`src/hw/rtl/edcv_pkg.sv`:
```
// ----------------------------------------------------------------------------
// Echo distance smoothing package
// Shared types and constants for the smoothed echo distance to DAC code unit.
// ----------------------------------------------------------------------------
`default_nettype none

package edcv_pkg;

  typedef enum logic [2:0] {
    ST_IDLE,
    ST_MUL,
    ST_FILT,
    ST_PREP,
    ST_DIV,
    ST_OUT
  } state_t;

  // Configuration register indexes.
  localparam logic [1:0] REG_ALPHA    = 2'd0;
  localparam logic [1:0] REG_DIST_MIN = 2'd1;
  localparam logic [1:0] REG_DIST_MAX = 2'd2;

  // Register values after reset.
  localparam logic [15:0] ALPHA_RESET    = 16'd6554;
  localparam logic [17:0] DIST_MIN_RESET = 18'd1024;
  localparam logic [17:0] DIST_MAX_RESET = 18'd17920;

  // 0.01715 cm/us in Q10.8 with 16 extra fraction bits.
  localparam logic [18:0] DIST_SCALE = 19'd287729;
  // Number of DAC steps between the clamp limits.
  localparam logic [11:0] DAC_SPAN   = 12'd4094;

  // Last step index of each serial phase.
  localparam logic [3:0] MUL_LAST  = 4'd14;
  localparam logic [3:0] FILT_LAST = 4'd15;
  localparam logic [3:0] DIV_LAST  = 4'd11;

endpackage

`default_nettype wire

```
`src/hw/rtl/echo_distance_smoothed_cv_unit.sv`:
```
// An input transaction passes through the distance multiply when the echo duration
// is nonzero, the filter update once the filter is loaded, a prepare step, and the
// code division when an echo has been seen and the clamp range is not empty.
// The next item is taken once the
// result sits in the output register. Synchronous reset restores the register
// defaults and clears the filter; no clearing pass is needed.
// ----------------------------------------------------------------------------
// Smoothed echo distance to DAC code
// Converts an echo duration to a distance, runs it through an exponential
// average and maps the clamped result onto a 12-bit DAC code, with
// one-bit-per-cycle shift-and-add and restoring-division units and a combinational span multiply.
// ----------------------------------------------------------------------------
`default_nettype none

module echo_distance_smoothed_cv_unit
  import edcv_pkg::*;
(
  input  wire logic        clk,
  input  wire logic        rst,
  input  wire logic        cfg_write,
  input  wire logic [1:0]  cfg_index,
  input  wire logic [17:0] cfg_data,
  input  wire logic        in_valid,
  output logic             in_stall,
  input  wire logic [14:0] echo_duration_us,
  output logic             out_valid,
  input  wire logic        out_stall,
  output logic [11:0]      dac_code,
  output logic [17:0]      filtered_distance,
  output logic             distance_valid
);

  state_t state;
  state_t state_next;

  logic [15:0] alpha;
  logic [17:0] dist_min;
  logic [17:0] dist_max;
  logic [17:0] smoothed;
  logic        have;

  logic [3:0]         cnt;
  logic [14:0]        us_sh;
  logic [33:0]        acc;
  logic [15:0]        a_sh;
  logic signed [18:0] diff;
  logic signed [35:0] prod;
  logic [17:0]        rem;
  logic [11:0]        num_lo;
  logic [17:0]        den;
  logic [11:0]        quo;
  logic [11:0]        res_code;

  logic               in_take;
  logic               out_free;
  logic [33:0]        acc_next;
  logic [17:0]        dist_w;
  logic signed [35:0] prod_next;
  logic [35:0]        filt_sum;
  logic [17:0]        d_clamp;
  logic [17:0]        offset;
  logic [29:0]        num;
  logic [18:0]        r_sh;
  logic               r_ge;
  logic [17:0]        rem_next;
  logic [11:0]        quo_next;

  assign in_stall = (state != ST_IDLE);
  assign in_take  = in_valid && !in_stall;
  assign out_free = !out_valid || !out_stall;

  // Configuration registers.
  always_ff @(posedge clk) begin
    if (rst) begin
      alpha    <= ALPHA_RESET;
      dist_min <= DIST_MIN_RESET;
      dist_max <= DIST_MAX_RESET;
    end else if (cfg_write) begin
      unique case (cfg_index)
        REG_ALPHA:    alpha    <= cfg_data[15:0];
        REG_DIST_MIN: dist_min <= cfg_data;
        REG_DIST_MAX: dist_max <= cfg_data;
        default: ;
      endcase
    end
  end

  // Serial arithmetic steps.
  always_comb begin
    acc_next  = {acc[32:0], 1'b0} + (us_sh[14] ? {15'd0, DIST_SCALE} : 34'd0);
    dist_w    = acc_next[33:16];
    prod_next = {prod[34:0], 1'b0} + (a_sh[15] ? {{17{diff[18]}}, diff} : 36'sd0);
    // The true sum is never negative, so its bits above 16 are the floor.
    filt_sum  = {2'b00, smoothed, 16'd0} + prod_next;
    if (smoothed < dist_min) begin
      d_clamp = dist_min;
    end else if (smoothed > dist_max) begin
      d_clamp = dist_max;
    end else begin
      d_clamp = smoothed;
    end
    offset   = d_clamp - dist_min;
    num      = {12'd0, offset} * {18'd0, DAC_SPAN};
    r_sh     = {rem, num_lo[11]};
    r_ge     = (r_sh >= {1'b0, den});
    rem_next = r_ge ? 18'(r_sh - {1'b0, den}) : r_sh[17:0];
    quo_next = {quo[10:0], r_ge};
  end

  always_ff @(posedge clk) begin
    if (rst) begin
      state <= ST_IDLE;
    end else begin
      state <= state_next;
    end
  end

  always_comb begin
    state_next = state;
    unique case (state)
      ST_IDLE: begin
        if (in_take) begin
          state_next = (echo_duration_us != 15'd0) ? ST_MUL : ST_PREP;
        end
      end
      ST_MUL: begin
        if (cnt == MUL_LAST) begin
          state_next = have ? ST_FILT : ST_PREP;
        end
      end
      ST_FILT: begin
        if (cnt == FILT_LAST) begin
          state_next = ST_PREP;
        end
      end
      ST_PREP: begin
        state_next = (have && (dist_max > dist_min)) ? ST_DIV : ST_OUT;
      end
      ST_DIV: begin
        if (cnt == DIV_LAST) begin
          state_next = ST_OUT;
        end
      end
      ST_OUT: begin
        if (out_free) begin
          state_next = ST_IDLE;
        end
      end
      default: state_next = ST_IDLE;
    endcase
  end

  // Filter state.
  always_ff @(posedge clk) begin
    if (rst) begin
      smoothed <= 18'd0;
      have     <= 1'b0;
    end else if (state == ST_MUL && cnt == MUL_LAST && !have) begin
      smoothed <= dist_w;
      have     <= 1'b1;
    end else if (state == ST_FILT && cnt == FILT_LAST) begin
      smoothed <= filt_sum[33:16];
    end
  end

  // Datapath shift registers.
  always_ff @(posedge clk) begin
    case (state)
      ST_IDLE: begin
        us_sh <= echo_duration_us;
        acc   <= 34'd0;
        cnt   <= 4'd0;
      end
      ST_MUL: begin
        us_sh <= {us_sh[13:0], 1'b0};
        acc   <= acc_next;
        if (cnt == MUL_LAST) begin
          diff <= $signed({1'b0, dist_w}) - $signed({1'b0, smoothed});
          a_sh <= alpha;
          prod <= 36'sd0;
          cnt  <= 4'd0;
        end else begin
          cnt  <= cnt + 4'd1;
        end
      end
      ST_FILT: begin
        a_sh <= {a_sh[14:0], 1'b0};
        prod <= prod_next;
        cnt  <= cnt + 4'd1;
      end
      ST_PREP: begin
        // The quotient stays below 4096, so the top bits start below den.
        rem      <= num[29:12];
        num_lo   <= num[11:0];
        den      <= dist_max - dist_min;
        quo      <= 12'd0;
        cnt      <= 4'd0;
        res_code <= have ? 12'd1 : 12'd0;
      end
      ST_DIV: begin
        rem    <= rem_next;
        num_lo <= {num_lo[10:0], 1'b0};
        quo    <= quo_next;
        cnt    <= cnt + 4'd1;
        if (cnt == DIV_LAST) begin
          res_code <= quo_next + 12'd1;
        end
      end
      default: ;
    endcase
  end

  // Output register.
  always_ff @(posedge clk) begin
    if (rst) begin
      out_valid <= 1'b0;
    end else if (state == ST_OUT && out_free) begin
      out_valid <= 1'b1;
    end else if (!out_stall) begin
      out_valid <= 1'b0;
    end
  end

  always_ff @(posedge clk) begin
    if (state == ST_OUT && out_free) begin
      dac_code          <= res_code;
      filtered_distance <= smoothed;
      distance_valid    <= have;
    end
  end

`ifndef SYNTHESIS
  a_empty_filter_zero: assert property (@(posedge clk) disable iff (rst)
    !have |-> smoothed == 18'd0)
    else $error("filter holds a distance before any echo");

  a_code_zero_without_echo: assert property (@(posedge clk) disable iff (rst)
    out_valid && !distance_valid |-> dac_code == 12'd0)
    else $error("nonzero code before any echo");

  a_code_nonzero_with_echo: assert property (@(posedge clk) disable iff (rst)
    out_valid && distance_valid |-> dac_code != 12'd0)
    else $error("zero code after an echo");

  a_divisor_nonzero: assert property (@(posedge clk) disable iff (rst)
    state == ST_DIV |-> den != 18'd0)
    else $error("division started with an empty clamp range");
`endif

endmodule

`default_nettype wire
```
`config.mk`:
```
export PLATFORM = sky130hd
export DESIGN_NAME = echo_distance_smoothed_cv_unit
export DESIGN_NICKNAME = d
export VERILOG_FILES = /design/src/hw/rtl/edcv_pkg.sv /design/src/hw/rtl/echo_distance_smoothed_cv_unit.sv
export SDC_FILE = /design/constraint.sdc
export NUM_CORES = 1
export LEC_CHECK = 0
export ABC_AREA = 1
export BUFFER_PORTS_ARGS = -buffer_cell sky130_fd_sc_hd__buf_2
export CAP_MARGIN = 15
export CORE_ASPECT_RATIO = 1.25
export CORE_UTILIZATION = 60
export DETAILED_ROUTE_END_ITERATION = 7
export GPL_ROUTABILITY_DRIVEN = 0
export PLACE_DENSITY = 0.85
export SYNTH_ARGS = -nofsm -noshare
export SYNTH_HDL_FRONTEND = slang
export SYNTH_SLANG_ARGS = --single-unit
```
`constraint.sdc`:
```
create_clock -name clk -period 9.6 [get_ports clk]
set_input_delay 0.48 -clock clk [delete_from_list [all_inputs] [get_ports clk]]
set_output_delay 0.48 -clock clk [all_outputs]
set_load 0.01 [all_outputs]
```
Yosys cells after proc, flatten, opt, wreduce, memory -nomap -nowiden:

Cells that the tools add are included.

* flip-flop bits (word level): 297
* input bits: 40
* word-level logic and storage cells: 112

* add/sub/neg operators: 9
* multipliers: 1
* order comparisons: 4
* equal/unequal tests: 16
* muxes and demuxes: 32
* reductions and logical operators: 29

Operator list (number)
* one-hot mux 33 bit (2 select lines): 2
* two-way mux 18 bit: 5
* adder 34 bit: 2
* subtractor 18 bit: 3
* one-hot mux 12 bit (2 select lines): 2
* greater-than comparator 18 bit: 2
* one-hot mux 18 bit (2 select lines): 1
* adder 34 x 19 -> 34 bit: 1
* two-way mux 34 bit: 1
* two-way mux 33 bit: 1
* one-hot mux 16 bit (2 select lines): 1
* one-hot mux 15 bit (2 select lines): 1
* multiplier 18 x 11 -> 29 bit, second input constant: 1
* one-hot mux 11 bit (2 select lines): 1
* >= comparator 19 x 18 -> 1 bit: 1
* two-way mux 19 bit: 1
* subtractor 18 x 18 -> 19 bit: 1
* less-than comparator 18 bit: 1
* one-hot mux 3 bit (6 select lines): 1
* two-way mux 16 bit: 1
* two-way mux 3 bit: 5
* nonzero test 15 bit: 1
* adder 12 x 1 -> 12 bit, second input constant: 1
* equality test 4 bit, second input constant: 3
* 23 further kinds: 51

Longest topological paths before layout:

* depth after elaboration: 6
* mapped depth: 52

Worst setup path before layout:

OpenSTA, ideal clock, no wires.

* path kind: register to register
* start point: register dist_max[17]
* end point: register rem[13] (data pin)
* setup time: 0.266 ns
* data arrival time: 7.701 ns
* data required time: 9.334 ns
* path slack: 1.633 ns
* stages on the path, launching flop included: 43
* cells stage by stage: dfxtp_1 -> inv_1 -> ha_1 -> nand2_1 -> nor2_1 -> and2_1 -> nand3_1 -> nand3_1 -> nand2_1 -> clkbuf_1 -> o21ai_0 -> o21ai_0 -> ha_1 -> fa_1 -> inv_1 -> nand3_1 -> nand2_2 -> nand4_1 -> [... 7 more ...] -> inv_1 -> fa_1 -> inv_1 -> fa_1 -> fa_1 -> inv_1 -> fa_1 -> inv_1 -> ha_1 -> nand2_1 -> nor2_1 -> inv_1 -> nor3_1 -> nand4_1 -> nand3_1 -> nand2_1 -> nand3_1 -> o211ai_1

* cells in the longest elaborated chain, start to end: 6

Ends and longest elaborated chain
* from (decl): line echo_distance_smoothed_cv_unit.sv:38 `logic [17:0] dist_max;`
* from (signal assigned): line echo_distance_smoothed_cv_unit.sv:82 `REG_DIST_MAX: dist_max <= cfg_data;`
* greater-than comparator 18 bit: line echo_distance_smoothed_cv_unit.sv:97 `end else if (smoothed > dist_max) begin`
* two-way mux 18 bit (*): line echo_distance_smoothed_cv_unit.sv:97
* two-way mux 18 bit (*): line echo_distance_smoothed_cv_unit.sv:95 `if (smoothed < dist_min) begin`
* subtractor 18 bit (*): line echo_distance_smoothed_cv_unit.sv:102 `offset = d_clamp - dist_min;`
* multiplier 18 x 11 -> 29 bit (*): line echo_distance_smoothed_cv_unit.sv:103 `num = {12'd0, offset} * {18'd0, DAC_SPAN};`
* one-hot mux 18 bit (2 select lines) (*): line echo_distance_smoothed_cv_unit.sv:168 `case (state)`
* to (signal assigned): line echo_distance_smoothed_cv_unit.sv:193 `rem <= num[29:12];`
* to (signal assigned): line echo_distance_smoothed_cv_unit.sv:201 `rem <= rem_next;`
* to (decl): line echo_distance_smoothed_cv_unit.sv:48 `logic [17:0] rem;`

Every way passes the cells marked *; elsewhere a longest branch is shown, timed or not.
A chain may end at the register's enable or synchronous reset.

Final worst setup path:

* start point: register dist_min[17]
* end point: register rem[17] (data pin)

* cells in the longest elaborated chain, start to end: 5

Ends and longest elaborated chain
* from (decl): line echo_distance_smoothed_cv_unit.sv:37 `logic [17:0] dist_min;`
* from (signal assigned): line echo_distance_smoothed_cv_unit.sv:81 `REG_DIST_MIN: dist_min <= cfg_data;`
* less-than comparator 18 bit: line echo_distance_smoothed_cv_unit.sv:95
* two-way mux 18 bit: line echo_distance_smoothed_cv_unit.sv:95
* subtractor 18 bit (*): line echo_distance_smoothed_cv_unit.sv:102
* multiplier 18 x 11 -> 29 bit (*): line echo_distance_smoothed_cv_unit.sv:103
* one-hot mux 18 bit (2 select lines) (*): line echo_distance_smoothed_cv_unit.sv:168

Marked as above.

==> flow_metrics.env <==
export IMPL_numCtsBuffers=31
export IMPL_synthAdderAreaFrac_pct=19.5
export IMPL_num_vias=23700
export IMPL_final_common_cell="nand2_1"
export IMPL_initialDrtViolationCount=2613
export IMPL_r2r_start="dist_min[17]"
export IMPL_hold_viol=0
export IMPL_worstSetupPathType="flip-flop to flip-flop"
export IMPL_slowest_stage="fa_1"
export IMPL_syn_cell_area_um2=25700
export IMPL_hpwl_um=57300
export IMPL_grt_first_pass_wirelength_um=116000
export IMPL_endpoint_kind="flip-flop"
export IMPL_route_antenna_remaining_nets=0
export IMPL_portBuffers=72
export IMPL_h_tree_depth=1
export IMPL_critPathMaxStageDelay_ns=0.62
export IMPL_failed_checks="design-rule violations"
export IMPL_status="finished, violations left"
export IMPL_synth_compound_area_share_pct=12.7
export IMPL_netlist_cell_type_count=49
export IMPL_synthesis_nets=3769
export IMPL_io_pin_count=73
export IMPL_fin_crit_sh_pct=94.9
export IMPL_core_um2=42100
export IMPL_synth_simple_area_share_pct=22.8
export IMPL_min_from="cfg_data[12]"
export IMPL_drive_gt1_share_pct=6.30
export IMPL_antenna_found_initial=0
export IMPL_clockRootBuffer="clkbuf_16"
export IMPL_max_cap_violations=0
export IMPL_cts_path_max_buffers=3
export IMPL_grt_pass1_vias=22600
export IMPL_clock_sinks=296
export IMPL_nFillCells=3490
export IMPL_die_y_um=234
export IMPL_path_clk_slew_ns=0.07
export IMPL_synthFlopType="edfxtp_1"
export IMPL_cts_hold_buf=0
export IMPL_synth_mux_area_fraction_pct=0
export IMPL_cts_tree="built"
export IMPL_synth_top_family_by_area="simple AND/OR/NAND/NOR gates"
export IMPL_drt_wirelength_per_cell_um=18.4
export IMPL_grt_max_degree=69
export IMPL_async_flop_share_pct=0
export IMPL_setup_viol=0
export IMPL_die_area_um2=43700
export IMPL_viasPerCell=5.85
export IMPL_grt_overflow_total=0
export IMPL_critPathMaxFanout=16
export IMPL_netlist_instances=3384
export IMPL_grt_usage_pct=34.1
export IMPL_layout_common_cells="764 x nand2_1, 575 x inv_1, 263 x nor2_1"
export IMPL_diodes=0
export IMPL_initial_core_util_pct=61.1
export IMPL_drc_errors=1
export IMPL_die_x_um=187
export IMPL_arrival_ns=9.47
export IMPL_area_growth_pct=8.45
export IMPL_layout_nets=3853
export IMPL_fin_skew_ns=0.0266
export IMPL_relSlewSlack_pct=20.6
export IMPL_required_ns=9.95
export IMPL_fmax_ghz=0.110
export IMPL_yosys_warnings=0
export IMPL_holdWs_ns=0.143
export IMPL_wl_um=74600
export IMPL_fin_crit_ns=9.11
export IMPL_hold_class="input port to flip-flop"
export IMPL_first_pass_iters=8
export IMPL_start_kind="flip-flop"
export IMPL_yosysSeqAreaShare_pct=31.6
export IMPL_cp_common_cell="inv_1"
export IMPL_slew_viol_final=0
export IMPL_rows=84
export IMPL_yosys_area_share_xor_xnor_pct=3.86
export IMPL_syn_avg_cell_area_um2=7.61
export IMPL_startpoint="dist_min[17]"
export IMPL_worst_pin_slew_ns=1.19
export IMPL_synth_edf_count=221
export IMPL_ys_seq_elements=296
export IMPL_clock_latency_ns=0.63
-- critical path: cells and delay by family, from the launching register on --
family | cells | cell delay [ns]
AOI/OAI and AO/OA | 2 | 0.25
adders and majority gates | 9 | 4.01
DFF | 1 | 0.37
xor gates and xnor gates | 1 | 0.35
and+or+nand+nor | 20 | 2.74
buffers and inverters | 11 | 1.10
-- state kept, by name, indices dropped and copies added (netlist names), 18 cells and up --
signal	count
filtered_distance	18
acc	33
rem	18
smoothed	18
den	18
prod	33
dist_max	18
dist_min	18
diff	19
-- repair_timing --
item,CTS,global route
buffers inserted,0,8
resized for setup,0,5
endpoints found under the setup margin,0,14
-- Yosys cell counts (all sizes together) (17+ instances only) --
library cell / number / area [µm²]
ha: 253 / 3170
nand3: 208 / 1050
o21bai: 33 / 248
o211ai: 20 / 150
a21o: 18 / 135
o21ai: 236 / 1180
nand2: 781 / 2980
inv: 596 / 2240
fa: 92 / 1840
xnor2: 30 / 263
a21oi: 263 / 1330
edfxtp: 221 / 6640
nand4: 39 / 244
dfxtp: 75 / 1500
clkbuf: 31 / 116
buf: 17 / 85.1
nor2: 271 / 1060
nor3: 44 / 220
xor2: 76 / 729
-- cell type report --
type	instances	area (µm²)	area share [%]
multi-input combinational	2442	15200	54.4
clock buffer	40	830	2.97
clock inverter	17	211	0.758
inverter	598	2260	8.08
sequential	296	8140	29.2
timing repair inverter	1	7.51	0.0269
timing repair buffer	98	581	2.08
tap	559	699	2.51
-- path summary, 6_finish.rpt --
kind	end	depth (start not counted)	slack (ns)
max	rem[17]	43	0.49
min	alpha[12]	3	0.14
max reg2reg	rem[17]	43	0.49
min reg2reg	dac_code[8]	0	0.42
-- per-layer routing --
| metal | share of wire (%) | track usage (%) | vias up |
|---|---|---|---|
| met5 | 0 | 0 | - |
| met4 | 9.1 | 27.9 | 0 |
| met3 | 8.3 | 7.45 | 365 |
| met2 | 47 | 57.4 | 1144 |
| met1 | 35 | 37.1 | 10900 |
| li1 | - | - | 11300 |
-- metrics by stage --
stage                     TNS, ns  util, %  area, µm²  worst slack, ns  std cells
final                           0     66.2      27900            0.486       4051
after global routing      -0.0165     66.2      27900          -0.0165       4051
after CTS                       0     65.9      27800           0.0983       4040
after detailed placement        0     63.5      26700            0.143       3983
after global placement          0     63.5      26700            0.555       3983
after floorplan                 0        -      25700             1.63       3384
-- logic make-up (layout without fill, tap and decap cells) --
family | Yosys count | after routing
XOR/XNOR | 106 | 106
AO/OA/AOI/OAI | 600 | 600
flip-flops | 296 | 296
buffers and inverters | 646 | 754
AND/OR/NAND/NOR | 1391 | 1391
adder cells (fa/ha/maj) | 345 | 345
Power is left out: the tool's default activity adds up to more than one toggle a clock period on the data nets, which glitch-free logic cannot reach.
